<file path="config.mk">
export PLATFORM = sky130hd
export DESIGN_NAME = sprite_frame_stepper_top
export DESIGN_NICKNAME = d
export VERILOG_FILES = /design/src/rtl/sfs_pkg.sv /design/src/rtl/sfs_div.sv /design/src/rtl/sprite_frame_stepper_top.sv
export SDC_FILE = /design/constraint.sdc
export NUM_CORES = 1
export LEC_CHECK = 0
export ABC_AREA = 1
export BUFFER_PORTS_ARGS = -buffer_cell sky130_fd_sc_hd__clkbuf_2
export CAP_MARGIN = 10
export CORE_MARGIN = 4
export CORE_UTILIZATION = 55
export CTS_BUF_LIST = sky130_fd_sc_hd__clkbuf_4 sky130_fd_sc_hd__clkbuf_8
export DETAILED_ROUTE_END_ITERATION = 12
export GPL_ROUTABILITY_DRIVEN = 0
export PLACE_DENSITY = 0.77
export RECOVER_POWER = 100
export SYNTH_ARGS = -nofsm -noshare
export SYNTH_HDL_FRONTEND = slang
export SYNTH_SLANG_ARGS = --single-unit
</file>
<file path="constraint.sdc">
create_clock -name aclk -period 8.2 [get_ports aclk]
set_input_delay 0.82 -clock aclk [delete_from_list [all_inputs] [get_ports aclk]]
set_output_delay 0.82 -clock aclk [all_outputs]
set_load 0.05 [all_outputs]
</file>
<file path="src/rtl/sfs_pkg.sv">
// Shared types, codes and constants of the sprite frame stepper.
package sfs_pkg;

    // Sheet and timing limits
    localparam int GRID_MAX  = 16;
    localparam int FRAME_MAX = 256;
    localparam int TIME_BITS = 16;

    // Channel widths
    localparam int S_TDATA_W = 24;
    localparam int M_TDATA_W = 88;
    localparam int CFG_IDX_W = 3;
    localparam int CFG_DAT_W = 16;

    // Shared divider widths
    localparam int DVD_W     = 18;
    localparam int DSR_W     = 16;
    localparam int DIV_CNT_W = $clog2(DVD_W);

    // Register indexes
    localparam logic [CFG_IDX_W-1:0] REG_GRID_ROWS      = 3'd0;
    localparam logic [CFG_IDX_W-1:0] REG_GRID_COLS      = 3'd1;
    localparam logic [CFG_IDX_W-1:0] REG_FRAME_TOTAL    = 3'd2;
    localparam logic [CFG_IDX_W-1:0] REG_FRAME_DURATION = 3'd3;
    localparam logic [CFG_IDX_W-1:0] REG_PLAY_MODE      = 3'd4;

    // Play modes
    localparam logic [1:0] MODE_ONCE      = 2'd0;
    localparam logic [1:0] MODE_LOOP      = 2'd1;
    localparam logic [1:0] MODE_PING_PONG = 2'd2;
    localparam logic [1:0] MODE_RANDOM    = 2'd3;

    // Item kinds
    localparam logic KIND_TICK    = 1'b0;
    localparam logic KIND_RESTART = 1'b1;

    typedef enum logic [3:0] {
        ST_IDLE,
        ST_TIME_WAIT,
        ST_WRAP_WAIT,
        ST_PER_WAIT,
        ST_BOUNCE,
        ST_CELL_GO,
        ST_CELL_WAIT,
        ST_OUT
    } state_t;

    typedef struct packed {
        logic             start;
        logic [DVD_W-1:0] dividend;
        logic [DSR_W-1:0] divisor;
    } div_req_t;

    typedef struct packed {
        logic             done;
        logic [DVD_W-1:0] quotient;
        logic [DSR_W-1:0] remainder;
    } div_rsp_t;

    // Q1.16 cell span: floor(65536 / count) for a clamped count of 1 to 16
    function automatic logic [16:0] cell_span(input logic [4:0] count);
        logic [16:0] span;
        case (count)
            5'd1:    span = 17'd65536;
            5'd2:    span = 17'd32768;
            5'd3:    span = 17'd21845;
            5'd4:    span = 17'd16384;
            5'd5:    span = 17'd13107;
            5'd6:    span = 17'd10922;
            5'd7:    span = 17'd9362;
            5'd8:    span = 17'd8192;
            5'd9:    span = 17'd7281;
            5'd10:   span = 17'd6553;
            5'd11:   span = 17'd5957;
            5'd12:   span = 17'd5461;
            5'd13:   span = 17'd5041;
            5'd14:   span = 17'd4681;
            5'd15:   span = 17'd4369;
            default: span = 17'd4096;
        endcase
        return span;
    endfunction

endpackage

</file>
<file path="src/rtl/sfs_div.sv">
// Shared restoring divider, one quotient bit per cycle.
module sfs_div (
    input  logic              aclk,
    input  logic              aresetn,
    input  sfs_pkg::div_req_t req,
    output sfs_pkg::div_rsp_t rsp
);
    import sfs_pkg::*;

    localparam logic [DIV_CNT_W-1:0] CNT_LAST = DIV_CNT_W'(DVD_W - 1);

    logic                 run_reg;
    logic                 done_reg;
    logic [DIV_CNT_W-1:0] cnt_reg;
    logic [DVD_W-1:0]     quo_reg;
    logic [DVD_W-1:0]     quo_next;
    logic [DSR_W-1:0]     rem_reg;
    logic [DSR_W-1:0]     rem_next;
    logic [DSR_W-1:0]     dsr_reg;
    logic [DSR_W:0]       trial;
    logic [DSR_W:0]       diff;
    logic                 fits;

    // Shift in the next dividend bit, subtract where the divisor fits
    always_comb begin
        trial    = {rem_reg, quo_reg[DVD_W-1]};
        diff     = trial - {1'b0, dsr_reg};
        fits     = (trial >= {1'b0, dsr_reg});
        rem_next = fits ? diff[DSR_W-1:0] : trial[DSR_W-1:0];
        quo_next = {quo_reg[DVD_W-2:0], fits};
    end

    always_ff @(posedge aclk) begin
        if (!aresetn) begin
            run_reg  <= 1'b0;
            done_reg <= 1'b0;
            cnt_reg  <= '0;
        end else begin
            done_reg <= 1'b0;
            if (req.start) begin
                run_reg <= 1'b1;
                cnt_reg <= CNT_LAST;
            end else if (run_reg) begin
                cnt_reg <= cnt_reg - 1'b1;
                if (cnt_reg == '0) begin
                    run_reg  <= 1'b0;
                    done_reg <= 1'b1;
                end
            end
        end
    end

    always_ff @(posedge aclk) begin
        if (req.start) begin
            quo_reg <= req.dividend;
            rem_reg <= '0;
            dsr_reg <= req.divisor;
        end else if (run_reg) begin
            quo_reg <= quo_next;
            rem_reg <= rem_next;
        end
    end

    assign rsp.done      = done_reg;
    assign rsp.quotient  = quo_reg;
    assign rsp.remainder = rem_reg;

    a_start_idle: assert property (@(posedge aclk) disable iff (!aresetn)
        req.start |-> !run_reg)
        else $error("divider started while busy");

    a_done_idle: assert property (@(posedge aclk) disable iff (!aresetn)
        done_reg |-> !run_reg)
        else $error("divider done while still running");

    a_finish: assert property (@(posedge aclk) disable iff (!aresetn)
        (run_reg && cnt_reg == '0 && !req.start) |=> done_reg)
        else $error("divider missed its done pulse");

endmodule

</file>
<file path="src/rtl/sprite_frame_stepper_top.sv">
// Sprite-sheet frame stepper: top level with sequencer, state and result register.
//
// Each input beat is either a tick (add elapsed time, step the frame by whole
// frame durations under the play mode) or a restart (clear timer and finished
// flag, go to frame 0, or to the supplied start frame saturated to the last
// frame in random-start mode). Every beat returns one result beat with the
// frame, its grid column and row, the Q0.16 cell origin and the Q1.16 cell
// size. All divisions run through one shared 18-step restoring divider. A
// restart, or a tick in once mode after the run has finished, runs only the
// cell divide. A tick runs the time divide and then the cell divide; when a
// frame boundary is crossed, loop modes add a wrap divide and ping-pong mode
// a period divide and then its bounce steps, at most two plus the period minus
// one (the period is 2*(frames-1), or 1 for a single frame). The sequencer
// waits while the previous result still sits in the output register.
// s_tready is high only while the sequencer is idle; a finished result waits
// in the output register while the next beat is taken.
// Write configuration only while the block is idle.
module sprite_frame_stepper_top (
    input  logic                            aclk,
    input  logic                            aresetn,
    // Configuration write port
    input  logic                            cfg_wr_en,
    input  logic [sfs_pkg::CFG_IDX_W-1:0]   cfg_index,
    input  logic [sfs_pkg::CFG_DAT_W-1:0]   cfg_wdata,
    // Input stream
    input  logic                            s_tvalid,
    output logic                            s_tready,
    input  logic [sfs_pkg::S_TDATA_W-1:0]   s_tdata,   // elapsed[15:0], start_frame[23:16]
    input  logic                            s_tuser,   // kind: 0 tick, 1 restart
    // Result stream
    output logic                            m_tvalid,
    input  logic                            m_tready,
    // frame[7:0], cell_col[11:8], cell_row[15:12], u_origin[31:16],
    // v_origin[47:32], cell_width[64:48], cell_height[81:65], finished[82],
    // zero[87:83]
    output logic [sfs_pkg::M_TDATA_W-1:0]   m_tdata
);
    import sfs_pkg::*;

    // Configuration registers
    logic [4:0]           grid_rows_reg;
    logic [4:0]           grid_cols_reg;
    logic [8:0]           frame_total_reg;
    logic [TIME_BITS-1:0] frame_duration_reg;
    logic [1:0]           play_mode_reg;

    // Animation state
    state_t               state_reg, state_next;
    logic [TIME_BITS-1:0] accum_reg, accum_next;
    logic [7:0]           frame_reg, frame_next;
    logic                 done_reg, done_next;
    logic                 down_reg, down_next;
    logic [1:0]           lead_reg, lead_next;
    logic [9:0]           count_reg, count_next;
    logic [3:0]           col_reg, col_next;
    logic [7:0]           row_reg, row_next;
    logic                 m_tvalid_reg, m_tvalid_next;
    logic [M_TDATA_W-1:0] m_tdata_reg, m_tdata_next;

    // Derived sheet geometry
    logic [4:0]           rows_c, cols_c;
    logic [9:0]           cells, n_a, n_b;
    logic [8:0]           n_w;
    logic [7:0]           n_m1;
    logic [9:0]           period;
    logic [TIME_BITS-1:0] dur_eff;
    logic [16:0]          cell_w, cell_h;
    logic [20:0]          u_prod;
    logic [24:0]          v_prod;

    // Step helpers
    logic                 s_accept;
    logic [16:0]          sum_w;
    logic [16:0]          steps_w;
    logic [7:0]           room_w;
    logic [1:0]           lead_w;
    logic [7:0]           start_w;
    logic [10:0]          bn_try, bn_mid, bn_out;
    logic                 bn_dir_mid, bn_dir_out;

    div_req_t             div_req;
    div_rsp_t             div_rsp;

    sfs_div u_div (
        .aclk    (aclk),
        .aresetn (aresetn),
        .req     (div_req),
        .rsp     (div_rsp)
    );

    // Clamp the grid to 1..GRID_MAX and the frame count to 1..min(cells, FRAME_MAX)
    always_comb begin
        if (grid_rows_reg == '0)                rows_c = 5'd1;
        else if (grid_rows_reg > 5'(GRID_MAX))  rows_c = 5'(GRID_MAX);
        else                                    rows_c = grid_rows_reg;
        if (grid_cols_reg == '0)                cols_c = 5'd1;
        else if (grid_cols_reg > 5'(GRID_MAX))  cols_c = 5'(GRID_MAX);
        else                                    cols_c = grid_cols_reg;
        cells   = 10'(rows_c) * 10'(cols_c);
        n_a     = (10'(frame_total_reg) > cells) ? cells : 10'(frame_total_reg);
        n_b     = (n_a > 10'(FRAME_MAX)) ? 10'(FRAME_MAX) : n_a;
        n_w     = (n_b == '0) ? 9'd1 : n_b[8:0];
        n_m1    = 8'(n_w - 9'd1);
        period  = (n_w > 9'd1) ? {n_w - 9'd1, 1'b0} : 10'd1;
        dur_eff = (frame_duration_reg == '0) ? TIME_BITS'(1) : frame_duration_reg;
        cell_w  = cell_span(cols_c);
        cell_h  = cell_span(rows_c);
    end

    // One ping-pong step: bounce at the top end first, then at the bottom end
    always_comb begin
        bn_try     = {3'b000, frame_reg} + (down_reg ? 11'h7FF : 11'h001);
        bn_mid     = bn_try;
        bn_dir_mid = down_reg;
        if (!bn_try[10] && (bn_try >= {2'b00, n_w})) begin
            bn_mid     = {2'b00, n_w} - 11'd2;
            bn_dir_mid = 1'b1;
        end
        bn_out     = bn_mid;
        bn_dir_out = bn_dir_mid;
        if (bn_mid[10]) begin
            bn_out     = (n_w > 9'd1) ? 11'd1 : 11'd0;
            bn_dir_out = 1'b0;
        end
    end

    assign s_accept = s_tvalid && s_tready;
    assign sum_w    = 17'(accum_reg) + 17'(s_tdata[15:0]);
    assign steps_w  = div_rsp.quotient[16:0];
    assign room_w   = n_m1 - frame_reg;
    assign lead_w   = (steps_w >= 17'd2) ? 2'd2 : steps_w[1:0];
    assign start_w  = (s_tdata[23:16] > n_m1) ? n_m1 : s_tdata[23:16];
    assign u_prod   = 21'(col_reg) * 21'(cell_w);
    assign v_prod   = 25'(row_reg) * 25'(cell_h);

    // Sequencer: next state, state updates and divider launches
    always_comb begin
        state_next    = state_reg;
        accum_next    = accum_reg;
        frame_next    = frame_reg;
        done_next     = done_reg;
        down_next     = down_reg;
        lead_next     = lead_reg;
        count_next    = count_reg;
        col_next      = col_reg;
        row_next      = row_reg;
        m_tvalid_next = m_tvalid_reg && !m_tready;
        m_tdata_next  = m_tdata_reg;
        div_req       = '{start: 1'b0, dividend: '0, divisor: '0};

        unique case (state_reg)
            ST_IDLE: begin
                if (s_accept) begin
                    if (s_tuser == KIND_RESTART) begin
                        accum_next = '0;
                        done_next  = 1'b0;
                        frame_next = (play_mode_reg == MODE_RANDOM) ? start_w : 8'd0;
                        state_next = ST_CELL_GO;
                    end else if (done_reg && play_mode_reg == MODE_ONCE) begin
                        // Finished once-mode run: leave everything as is
                        state_next = ST_CELL_GO;
                    end else begin
                        div_req    = '{start: 1'b1, dividend: DVD_W'(sum_w),
                                       divisor: DSR_W'(dur_eff)};
                        state_next = ST_TIME_WAIT;
                    end
                end
            end

            ST_TIME_WAIT: begin
                if (div_rsp.done) begin
                    accum_next = TIME_BITS'(div_rsp.remainder);
                    state_next = ST_CELL_GO;
                    if (steps_w != '0) begin
                        case (play_mode_reg) inside
                            MODE_ONCE: begin
                                if (frame_reg >= n_m1) begin
                                    done_next = 1'b1;
                                end else if (steps_w > 17'(room_w)) begin
                                    frame_next = n_m1;
                                    done_next  = 1'b1;
                                end else begin
                                    frame_next = frame_reg + steps_w[7:0];
                                end
                            end
                            MODE_PING_PONG: begin
                                // Take up to two steps plainly, fold the rest by the period
                                lead_next  = lead_w;
                                div_req    = '{start: 1'b1,
                                               dividend: DVD_W'(steps_w - 17'(lead_w)),
                                               divisor: DSR_W'(period)};
                                state_next = ST_PER_WAIT;
                            end
                            MODE_LOOP, MODE_RANDOM: begin
                                div_req    = '{start: 1'b1,
                                               dividend: DVD_W'(frame_reg) + DVD_W'(steps_w),
                                               divisor: DSR_W'(n_w)};
                                state_next = ST_WRAP_WAIT;
                            end
                        endcase
                    end
                end
            end

            ST_WRAP_WAIT: begin
                if (div_rsp.done) begin
                    frame_next = div_rsp.remainder[7:0];
                    state_next = ST_CELL_GO;
                end
            end

            ST_PER_WAIT: begin
                if (div_rsp.done) begin
                    count_next = 10'(lead_reg) + div_rsp.remainder[9:0];
                    state_next = ST_BOUNCE;
                end
            end

            ST_BOUNCE: begin
                if (count_reg == '0) begin
                    state_next = ST_CELL_GO;
                end else begin
                    frame_next = bn_out[7:0];
                    down_next  = bn_dir_out;
                    count_next = count_reg - 10'd1;
                end
            end

            ST_CELL_GO: begin
                div_req    = '{start: 1'b1, dividend: DVD_W'(frame_reg),
                               divisor: DSR_W'(cols_c)};
                state_next = ST_CELL_WAIT;
            end

            ST_CELL_WAIT: begin
                if (div_rsp.done) begin
                    col_next   = div_rsp.remainder[3:0];
                    row_next   = div_rsp.quotient[7:0];
                    state_next = ST_OUT;
                end
            end

            ST_OUT: begin
                // Hold the result until the output register is free
                if (!m_tvalid_reg || m_tready) begin
                    m_tvalid_next = 1'b1;
                    m_tdata_next  = {5'b00000, done_reg, cell_h, cell_w,
                                     v_prod[15:0], u_prod[15:0],
                                     row_reg[3:0], col_reg, frame_reg};
                    state_next    = ST_IDLE;
                end
            end

            default: state_next = ST_IDLE;
        endcase
    end

    // Control state and configuration
    always_ff @(posedge aclk) begin
        if (!aresetn) begin
            state_reg          <= ST_IDLE;
            accum_reg          <= '0;
            frame_reg          <= '0;
            done_reg           <= 1'b0;
            down_reg           <= 1'b0;
            lead_reg           <= '0;
            count_reg          <= '0;
            m_tvalid_reg       <= 1'b0;
            grid_rows_reg      <= 5'd1;
            grid_cols_reg      <= 5'd1;
            frame_total_reg    <= 9'd1;
            frame_duration_reg <= TIME_BITS'(1);
            play_mode_reg      <= MODE_ONCE;
        end else begin
            state_reg    <= state_next;
            accum_reg    <= accum_next;
            frame_reg    <= frame_next;
            done_reg     <= done_next;
            down_reg     <= down_next;
            lead_reg     <= lead_next;
            count_reg    <= count_next;
            m_tvalid_reg <= m_tvalid_next;
            if (cfg_wr_en) begin
                unique case (cfg_index)
                    REG_GRID_ROWS:      grid_rows_reg      <= cfg_wdata[4:0];
                    REG_GRID_COLS:      grid_cols_reg      <= cfg_wdata[4:0];
                    REG_FRAME_TOTAL:    frame_total_reg    <= cfg_wdata[8:0];
                    REG_FRAME_DURATION: frame_duration_reg <= cfg_wdata[TIME_BITS-1:0];
                    REG_PLAY_MODE:      play_mode_reg      <= cfg_wdata[1:0];
                    default: ;
                endcase
            end
        end
    end

    // Payload registers
    always_ff @(posedge aclk) begin
        col_reg     <= col_next;
        row_reg     <= row_next;
        m_tdata_reg <= m_tdata_next;
    end

    assign s_tready = (state_reg == ST_IDLE);
    assign m_tvalid = m_tvalid_reg;
    assign m_tdata  = m_tdata_reg;

    a_restart_clears: assert property (@(posedge aclk) disable iff (!aresetn)
        (s_accept && s_tuser == KIND_RESTART) |=> (!done_reg && accum_reg == '0))
        else $error("restart did not clear timer and finished flag");

    a_busy_after_accept: assert property (@(posedge aclk) disable iff (!aresetn)
        s_accept |=> !s_tready)
        else $error("accepted a beat while the previous one is in work");

    a_div_done_expected: assert property (@(posedge aclk) disable iff (!aresetn)
        div_rsp.done |-> (state_reg == ST_TIME_WAIT || state_reg == ST_WRAP_WAIT ||
                          state_reg == ST_PER_WAIT  || state_reg == ST_CELL_WAIT))
        else $error("divider result arrived with no waiting state");

endmodule
</file>
Word-level counts from Yosys, hierarchy flattened
Memories as Yosys holds them, arrays and structs flattened.
Cells that the tools add are included.
- bits in registers: 232
- ROM bits: 544
- bits of input ports: 49
- output and inout bits: 90
- logic and storage cells: 201
- memories: 2
- memory list (memory ; depth ; bits a word ; read ports ; clocked after memory_dff ; wr ports ; RTL line ; source):
    (no name shown) ; 16 ; 17 ; 1 ; 0 ; 0 ; sfs_pkg.sv:63 ; case (count)
    (no name shown) ; 16 ; 17 ; 1 ; 0 ; 0 ; sfs_pkg.sv:63 ;
- add/sub/neg operators: 12
- multipliers: 3
- magnitude comparators: 11
- eq/ne operators: 27
- muxes and demuxes: 79
- bitwise logic cells: 4
- reduce and logical (&&, ||, !) cells: 40
- operator list (cell ; number):
    two-way mux 35 bit ; 8
    one-hot mux 35 bit (3 select lines) ; 1
    two-way mux 8 bit ; 12
    two-way mux 16 bit ; 5
    two-way mux 10 bit ; 5
    two-way mux 18 bit ; 2
    two-way mux 17 bit ; 2
    one-hot mux 16 bit (2 select lines) ; 1
    one-hot mux 4 bit (8 select lines) ; 1
    one-hot mux 8 bit (4 select lines) ; 1
    two-way mux 5 bit ; 6
    two-way mux 4 bit ; 7
    two-way mux 11 bit ; 2
    logical NOT 10 bit ; 2
    one-hot mux 10 bit (2 select lines) ; 1
    adder 8 x 17 -> 18 bit ; 1
    two-way mux 3 bit ; 6
    subtractor 17 x 2 -> 18 bit ; 1
    adder 16 x 16 -> 17 bit ; 1
    >= comparator 17 x 16 -> 1 bit ; 1
    >= comparator 17 x 2 -> 1 bit, second input constant ; 1
    > comparator 17 x 8 -> 1 bit ; 1
    multiplier 4 x 17 -> 16 bit ; 1
    multiplier 8 x 17 -> 16 bit ; 1
    52 further kinds ; 106

Longest topological paths before layout
Gate-level depths: netlist (run 1).
- depth in word-level cells: 19
- mapped depth: 61
- depth with buffers taken out: 60

By module
A second synthesis (run 1) with hierarchy kept.
- cell total of the unflattened synthesis: 2607
- area, all modules: 19866.6 um^2
- by module, submodules not included (module ; times used ; cells each ; area each (um^2) ; sequential area each (um^2)):
    sprite_frame_stepper_top ; 1 ; 2151 ; 16425.8 ; 4434.3
    sfs_div ; 1 ; 456 ; 3440.8 ; 1481.4

Least setup slack after synthesis (run 1)
OpenSTA, ideal clock, no wires.
- path kind: register to register
- start point: reg grid_cols_reg[2]
- end point: reg done_reg
- setup time: 0.132 ns
- arrival: 8.021 ns
- data required time: 8.068 ns
- path slack: 0.046 ns
- cell stages (with the launch flop): 53
- buffers on the path: 1
- clock period less this slack: 8.154 ns
- cells stage by stage: dfxtp_1 > nor2_1 > nand3_1 > a21oi_1 > inv_1 > clkbuf_1 > nor2_1 > ha_1 > inv_1 > fa_1 > fa_1 > inv_1 > ha_1 > nand3_1 > nand2_1 > nand2_1 > nand2_1 > a21oi_1 > [... 17 more ...] > ha_1 > a21oi_1 > nand2_1 > a21oi_1 > o21bai_1 > nand2_1 > nand2_1 > a21oi_1 > xor2_1 > ha_1 > nand2_1 > nor4_1 > nand3_1 > o21ai_0 > nand2_1 > o21ai_0 > or2_2 > a21oi_1
- word-level cells in the longest chain between the ends: 17
- elaborated cells between the ends (all ways): 22
- those cells by class: add/sub: 2; mul: 1; order compare: 5; eq/ne: 1; mux: 10; reduce/logical: 3
- RTL lines (element ; RTL line ; source):
    from (decl) ; sprite_frame_stepper_top.sv:42 ; logic [4:0] grid_cols_reg;
    from (signal assigned) ; sprite_frame_stepper_top.sv:286 ; REG_GRID_COLS: grid_cols_reg <= cfg_wdata[4:0];
    > comparator 5 bit ; sprite_frame_stepper_top.sv:97 ; else if (grid_cols_reg > 5'(GRID_MAX)) cols_c = 5'(GRID_MAX);
    two-way mux 5 bit ; sprite_frame_stepper_top.sv:97 ;
    two-way mux 5 bit (*) ; sprite_frame_stepper_top.sv:96 ; if (grid_cols_reg == '0) cols_c = 5'd1;
    multiplier 5 x 5 -> 10 bit (*) ; sprite_frame_stepper_top.sv:99 ; cells = 10'(rows_c) * 10'(cols_c);
    > comparator 9 x 10 -> 1 bit ; sprite_frame_stepper_top.sv:100 ; n_a = (10'(frame_total_reg) > cells) ? cells : 10'(frame_total_reg);
    two-way mux 10 bit (*) ; sprite_frame_stepper_top.sv:100 ;
    > comparator 10 x 9 -> 1 bit ; sprite_frame_stepper_top.sv:101 ; n_b = (n_a > 10'(FRAME_MAX)) ? 10'(FRAME_MAX) : n_a;
    two-way mux 10 bit (*) ; sprite_frame_stepper_top.sv:101 ;
    logical NOT 10 bit ; sprite_frame_stepper_top.sv:102 ; n_w = (n_b == '0) ? 9'd1 : n_b[8:0];
    two-way mux 9 bit (*) ; sprite_frame_stepper_top.sv:102 ;
    subtractor 9 x 1 -> 9 bit (*) ; -- ;
    branches (longest 6 deep; another with > comparator 17 x 8 -> 1 bit) ; -- ;
    to (signal assigned) ; sprite_frame_stepper_top.sv:278 ; done_reg <= done_next;
    to (decl) ; sprite_frame_stepper_top.sv:51 ; logic done_reg, done_next;
Every way passes the cells marked *. The select of a mux whose other input is x is not followed.
A chain may end at the register's enable or synchronous reset.

Worst setup path in the final report (run 1)
- start point: reg grid_rows_reg[2]
- end point: reg frame_reg[6]
- word-level cells in the longest chain between the ends: 19
- elaborated cells between the ends (all ways): 34
- those cells by class: add/sub: 3; mul: 1; order compare: 7; eq/ne: 1; mux: 18; reduce/logical: 4
- RTL lines (element ; RTL line ; source):
    from (decl) ; sprite_frame_stepper_top.sv:41 ; logic [4:0] grid_rows_reg;
    from (signal assigned) ; sprite_frame_stepper_top.sv:285 ; REG_GRID_ROWS: grid_rows_reg <= cfg_wdata[4:0];
    > comparator 5 bit ; sprite_frame_stepper_top.sv:94 ; else if (grid_rows_reg > 5'(GRID_MAX)) rows_c = 5'(GRID_MAX);
    two-way mux 5 bit ; sprite_frame_stepper_top.sv:94 ;
    two-way mux 5 bit (*) ; sprite_frame_stepper_top.sv:93 ; if (grid_rows_reg == '0) rows_c = 5'd1;
    multiplier 5 x 5 -> 10 bit (*) ; sprite_frame_stepper_top.sv:99 ;
    > comparator 9 x 10 -> 1 bit ; sprite_frame_stepper_top.sv:100 ;
    two-way mux 10 bit (*) ; sprite_frame_stepper_top.sv:100 ;
    > comparator 10 x 9 -> 1 bit ; sprite_frame_stepper_top.sv:101 ;
    two-way mux 10 bit (*) ; sprite_frame_stepper_top.sv:101 ;
    [... 3 more ...] ; -- ;
    subtractor 8 bit ; sprite_frame_stepper_top.sv:130 ; assign room_w = n_m1 - frame_reg;
    > comparator 17 x 8 -> 1 bit ; sprite_frame_stepper_top.sv:179 ; end else if (steps_w > 17'(room_w)) begin
    two-way mux 8 bit ; sprite_frame_stepper_top.sv:179 ;
    two-way mux 8 bit ; sprite_frame_stepper_top.sv:177 ; if (frame_reg >= n_m1) begin
    two-way mux 8 bit ; sprite_frame_stepper_top.sv:175 ; case (play_mode_reg) inside
    two-way mux 8 bit ; sprite_frame_stepper_top.sv:174 ; if (steps_w != '0) begin
    two-way mux 8 bit ; sprite_frame_stepper_top.sv:171 ; if (div_rsp.done) begin
    one-hot mux 8 bit (4 select lines) ; sprite_frame_stepper_top.sv:151 ; unique case (state_reg)
    to (signal assigned) ; sprite_frame_stepper_top.sv:277 ; frame_reg <= frame_next;
    to (decl) ; sprite_frame_stepper_top.sv:50 ; logic [7:0] frame_reg, frame_next;
Mark *: on every way between the ends. The rest lies on a longest branch, timed or not. The select of a mux whose other input is x is not followed.

==> results by group, run 1 <==
Layout
  • Layout cells sized above 1: 0.147
  • Register Area: 5920 sq um
  • Layout fillers: 2947
  • Area of the multi-input gates: 11900 sq um
  • Post-Layout Cell Count: 3178
  • Antenna cells: 0
  • Fin nets: 3007
  • Number of flip-flops in the largest register: 83
  • Area delta synth->final: 14.7%
  • Final Cell Area: 22200 sq um

Floorplanning
  • Cell Rows: 68
  • Vert. Die Dim: 196 microns
  • Die Wd: 196 microns
  • Initial core utilization: 0.559
  • I/O pins: 139
  • Core ar.: 34600 sq um
  • Die area: 38300 sq um

Min path
  • Hold WC Path Type: flip-flop to flip-flop
  • WHS Path Cells: 2

STA
  • Final hold slack: 477 ps
  • Tightest Pin Transition: 1190 ps
  • Setup-failing EPs final: 0
  • Final Hold Viols: 0
  • RSZ-0062 raised after global routing: true
  • Clock Skew: 45.6 ps
  • Rel. slew slack: 0.203
  • Fin crit share: 0.987
  • Highest clock rate: 0.124 GHz
  • Tmin final: 8090 ps
  • Slew Limit Fails: 0

Detailed routing
  • Routed WL: 55.6 mm
  • Routed len/inst: 17.5 microns
  • First drt pass iteration count: 6
  • Antenna viol nets, final: 0
  • Initial drt markers: 1709
  • Vias: 18100
  • Drt drc: 0
  • Via density: 5.70

Setup path
  • Slowest-stage cell, CP: fa_1
  • Crit Path Class: flip-flop to flip-flop
  • R2r worst-path depth: 54
  • CP max FO: 7
  • CP dominant cell by count: nand2_1
  • Crit path capture type: flip-flop
  • Max stage delay on crit path: 580 ps
  • Worst endpoint required time: 8760 ps
  • CP arrival: 8650 ps
  • Startpoint types: flip-flop
  • Crit path max-delay family: adder cells
  • Critical path depth: 54
  • Number of buffers and inverters on the critical path: 5

Synth
  • Cells after Synth: 2484
  • Mapped Area: 19400 sq um
  • Synth top area cells: edfxtp_1 20%, ha_1 11%, dfxtp_1 11%, fa_1 10%, nand2_1 8.8%
  • Yosys cell types: 62
  • Count leader, synth: nand2_1
  • Synth Register Bits: 231
  • EDFF count, synth: 129
  • Synth top area share: 0.200
  • Synth cell count leaders: 456 x nand2_1, 434 x inv_1, 251 x nor2_1
  • Post-synth ARST share: 0
  • Sequential area share after synthesis: 0.306
  • Top FF cell, synth: edfxtp_1
  • Post-synthesis area per instance: 7.79 sq um
  • Yosys warnings: 0
  • Synth area leader: edfxtp_1

Power and ir drop
  • Pleak: 10.7 nW
  • Peak supply drop: 0.000179 V
  • Pwr dens: 258 nW/um^2

Global routing
  • GRT overflow: 0
  • Largest net degree at the start of global routing: 84
  • Antenna violations before repair: 1
  • First-pass GRT wire length: 88.7 mm
  • Vias in the first global route: 18000
  • GRT Total Usage: 0.283

Placement
  • DPL Wire Length: 43.0 mm
  • Area after DPL: 20900 sq um
  • PortBufs: 133
  • Cell count after placement: 3093

Status
  • Outcome: completed

Clock network
  • CTS Sinks: 231
  • CTS Buffer Depth: 3
  • Clock buffer count from CTS: 42
  • CTS tree: done
  • CTS root buf: clkbuf_8
  • Latest clock arrival within the worst-skew pair: 630 ps
  • Clock-pin slew on the worst setup and hold paths: 60 ps
  • H-tree depth: 2

Flow run
  • Max-cap viol count: 0
-- worst paths after layout --
check	start	end	slack [ps]
min	frame_duration_reg[1]	frame_duration_reg[1]	480
max	grid_rows_reg[2]	frame_reg[6]	110
max reg2reg	grid_rows_reg[2]	frame_reg[6]	110
min reg2reg	frame_duration_reg[1]	frame_duration_reg[1]	480
-- stage by stage --
| step | setup WS, ps | setup TNS [ps] | utilization | power, W |
|---|---|---|---|---|
| after floorplan | 46.2 | 0 | - | 0.00350 |
| after global placement | 119 | 0 | 0.604 | 0.00423 |
| after detailed placement | -201 | -1430 | 0.604 | 0.00432 |
| after CTS | 23.0 | 0 | 0.629 | 0.00552 |
| after global routing | -361 | -2930 | 0.641 | 0.00613 |
| final | 109 | 0 | 0.641 | 0.00572 |
-- placed cells by master, fill, tap and decap left out, types with 27 or more instances in the layout --
cell        n
nor2_1    245
edfxtp_1  129
fa_1       99
nand4_1    29
xor2_1     63
buf_4      76
a21oi_1   185
clkbuf_2  131
xnor2_1    27
nand3_1   106
clkbuf_8   42
ha_1      156
o21ai_0   130
dfxtp_1   100
nand2_1   447
inv_1     427
-- final cells by class --
| cell class | count | share of cell area |
|---|---|---|
| tap | 455 | 0.0256 |
| sequential | 231 | 0.267 |
| clock buffer | 53 | 0.0298 |
| clock inverter | 23 | 0.00981 |
| multi-input combinational | 1750 | 0.534 |
| timing repair buffer | 213 | 0.0573 |
| inverter | 453 | 0.0767 |
-- metal layers --
layer / part of all wire / wire (microns) / up-vias / track usage
met2: 0.46 / 25400 / 967 / 0.461
met3: 0.097 / 5420 / 230 / 0.0528
met4: 0.057 / 3180 / 2 / 0.149
met5: 0.00034 / 19 / - / 0
met1: 0.39 / 21600 / 8380 / 0.360
li1: - / - / 8541 / -
-- what timing repair did --
item / in CTS / in global routing
setup buffers: 0 / 9
setup endpoints to repair: 9 / 9
hold buffers: 0 / 0
cloned: 0 / 1
pin swaps: 2 / 36
resized for setup: 5 / 71
-- power breakdown --
group | internal (W) | leakage, nW | switching [W]
clock network | 0.000660 | 0.464 | 0.000524
registers | 0.00141 | 2.03 | 0.000212
logic | 0.00105 | 8.16 | 0.00187
total | 0.00312 | 10.7 | 0.00260
-- cells by family after synthesis --
family | count (synthesis) | synth area share
and+or+nand+nor | 930 | 0.204
buffers and inverters | 508 | 0.101
AOI/OAI and AO/OA | 453 | 0.134
adders and majority gates | 267 | 0.211
DFF | 231 | 0.306
xor gates and xnor gates | 93 | 0.0434
other | 2 | 0.000388
-- tightest hold or removal path: cells and delay by family (launching register included) --
| family | cells | cell delay, ps |
|---|---|---|
| AOI/OAI and AO/OA | 1 | 50 |
| DFF | 1 | 310 |
| buffers and inverters | 1 | 60 |
Power figures use the tool's default switching activity.
==> inputs of run 2 (changes only) <==
- HOLD_SLACK_MARGIN: not set -> 0.03
- PLACE_DENSITY: 0.77 -> 0.82
- REMOVE_ABC_BUFFERS: not set -> 1
==> run 2 against run 1 <==
  * Core utilization is 0.69 points higher
  * Clock power is 15% higher
  * Die area stayed put
  * Cell area is 1.1% higher
  * Register-to-register slack worse by 20 ps
==> results by group, run 2 (synthesis results as in run 1) <==
Setup path
  • Max stage delay on crit path: 580 ps (about the same)
  • Worst endpoint required time: 8770 ps (about the same)
  • Crit Path Class: flip-flop to flip-flop
  • Startpoint types: flip-flop
  • Slowest-stage cell, CP: fa_1
  • CP max FO: 6 (-1)
  • CP arrival: 8680 ps (+30 ps)
  • CP dominant cell by count: nand2_2
  • Crit path capture type: flip-flop

STA
  • Tmin final: 8110 ps (+19.2 ps)
  • Final Hold Viols: 0 (unchanged)
  • Tightest Pin Transition: 1190 ps (-2.71 ps)
  • Setup-failing EPs final: 0 (unchanged)
  • RSZ-0062 raised after global routing: true
  • Final hold slack: 472 ps (-4.44 ps)
  • Setup Total Neg Slack: 0 ps (unchanged)
  • Highest clock rate: 0.123 GHz (-0.24%)
  • Final worst setup slack: 89.8 ps (-19.2 ps)
  • Rel. slew slack: 0.208 (+0.00483)
  • Fin crit share: 0.989 (+0.00234)
  • Slew Limit Fails: 0 (unchanged)
  • Clock Skew: 37.1 ps (-8.49 ps)

Detailed routing
  • WL met1: 20.7 mm (-4.2%)
  • Routed WL: 56.8 mm (+2.1%)
  • Antenna viol nets, final: 0 (unchanged)
  • Vias: 18600 (+2.4%)
  • First drt pass iteration count: 12 (+6)
  • WL met3: 6.05 mm (+12%)
  • Initial drt markers: 2261 (+32%)
  • DR top layer: met5
  • Routed length on met2: 26.3 mm (+3.6%)
  • Routed len/inst: 17.9 microns (+2.1%)
  • Drt drc: 0 (unchanged)
  • Via density: 5.84 (+2.4%)

Clock network
  • CTS tree: done
  • Clock buffer count from CTS: 43 (+2.4%)
  • CTS Buffer Depth: 3 (unchanged)
  • H-tree depth: 2 (unchanged)
  • Latest clock arrival within the worst-skew pair: 640 ps (about the same)
  • CTS Sinks: 231 (unchanged)
  • Clock-pin slew on the worst setup and hold paths: 60 ps (about the same)
  • CTS root buf: clkbuf_8
  • CTS Hold Buffers Added: 0 (unchanged)

Layout
  • Most frequent cells in the layout: 431 x nand2_1, 424 x inv_1, 242 x nor2_1
  • Core Util, Final: 0.648 (+0.00690)
  • Layout fillers: 2744 (-6.9%)
  • Most common cell after layout, fill and taps aside: nand2_1
  • Number of flip-flops in the largest register: 83 (unchanged)
  • Layout cells sized above 1: 0.155 (+0.00740)
  • Post-Layout Cell Count: 3177 (-0.031%)
  • Antenna cells: 0 (unchanged)
  • Area delta synth->final: 15.9%
  • Fin nets: 3003 (-0.13%)

Global routing
  • Vias in the first global route: 17700 (-1.4%)
  • Antenna violations before repair: 1 (unchanged)
  • Largest net degree at the start of global routing: 50 (-40%)
  • First-pass GRT wire length: 86.9 mm (-2.0%)
  • GRT Total Usage: 0.277 (-0.00680)
  • GRT overflow: 0 (unchanged)

Status
  • Outcome: completed

Placement
  • Place WS: -114 ps (+87.1 ps)
  • Cell count after placement: 3079 (-0.45%)
  • DPL Wire Length: 42.3 mm (-1.5%)
  • PortBufs: 133 (unchanged)

Floorplanning
  • Vert. Die Dim: 196 microns (unchanged)
  • Core ar.: 34600 sq um (unchanged)
  • Die area: 38300 sq um (unchanged)
  • Initial core utilization: 0.559 (unchanged)
  • Cell Rows: 68 (unchanged)
  • I/O pins: 139 (unchanged)
  • Die Wd: 196 microns (unchanged)

Power and ir drop
  • Pleak: 10.7 nW (+0.48%)
  • Pwr dens: 264 nW/um^2 (+2.4%)
  • Peak supply drop: 0.000176 V (-1.7%)

Flow run
  • Max-cap viol count: 0 (unchanged)

Min path
  • Hold WC Path Type: primary input to flip-flop
==> run 2: cell types whose count changed in the layout (fill, tap and decap cells not counted), moves of 6 or more <==
cell | before | now
clkinv_2 | 8 | 2
nand2_1 | 447 | 431
buf_4 | 76 | 67
nand2_2 | 22 | 38
clkbuf_8 | 42 | 50
==> run 2: area by class of cell <==
type,count,area (sq um),share of cell area
clock buffer,61,771,0.0344
tap,455,569,0.0254
clock inverter,19,279,0.0124
sequential,231,5920,0.264
inverter,453,1710,0.0760
multi-input combinational,1751,12000,0.533
timing repair buffer,207,1230,0.0549
==> run 2: critical path, delay by kind of cell, from the launching register on <==
| kind | cells | cell delay, ps |
|---|---|---|
| simple gates | 30 | 2930 |
| fa+ha+maj | 8 | 2830 |
| compound gates | 8 | 1150 |
| buf+inv | 6 | 450 |
| flops | 1 | 330 |
| xor+xnor | 2 | 320 |
==> run 2: worst paths after layout <==
kind              cells past startpoint  slack [ps]              from                     end
setup / recovery                     54          90  grid_cols_reg[3]            frame_reg[0]
hold / removal                        3         470     cfg_wdata[14]  frame_duration_reg[14]
setup reg to reg                     54          90  grid_cols_reg[3]            frame_reg[0]
hold reg to reg                       2         470      accum_reg[0]            accum_reg[0]
==> run 2: what timing repair did <==
item	in CTS	in global routing
gates resized for setup	5	102
setup buffers	1	16
gates cloned	0	2
pin swaps	3	59
endpoints found under the setup margin	9	9
==> run 2: per-stage QoR <==
step                total power, W  instance area (sq um)
floorplan                  0.00346                  19100
global placement           0.00415                  20800
detailed placement         0.00425                  20800
CTS                        0.00565                  21900
global route               0.00629                  22400
finish                     0.00592                  22400
==> run 2: per-layer routing <==
metal,vias up,track usage
met5,-,0
met4,2,0.147
met2,1144,0.457
met1,8550,0.341
met3,319,0.0576
li1,8543,-
==> run 2: report_power, final <==
part           switching [W]  leakage, nW  internal (W)  total (W)
Combinational        0.00190         8.14       0.00104    0.00294
Sequential          0.000211         2.03       0.00141    0.00162
Clock               0.000533        0.539      0.000831    0.00136
Total                0.00264         10.7       0.00328    0.00592
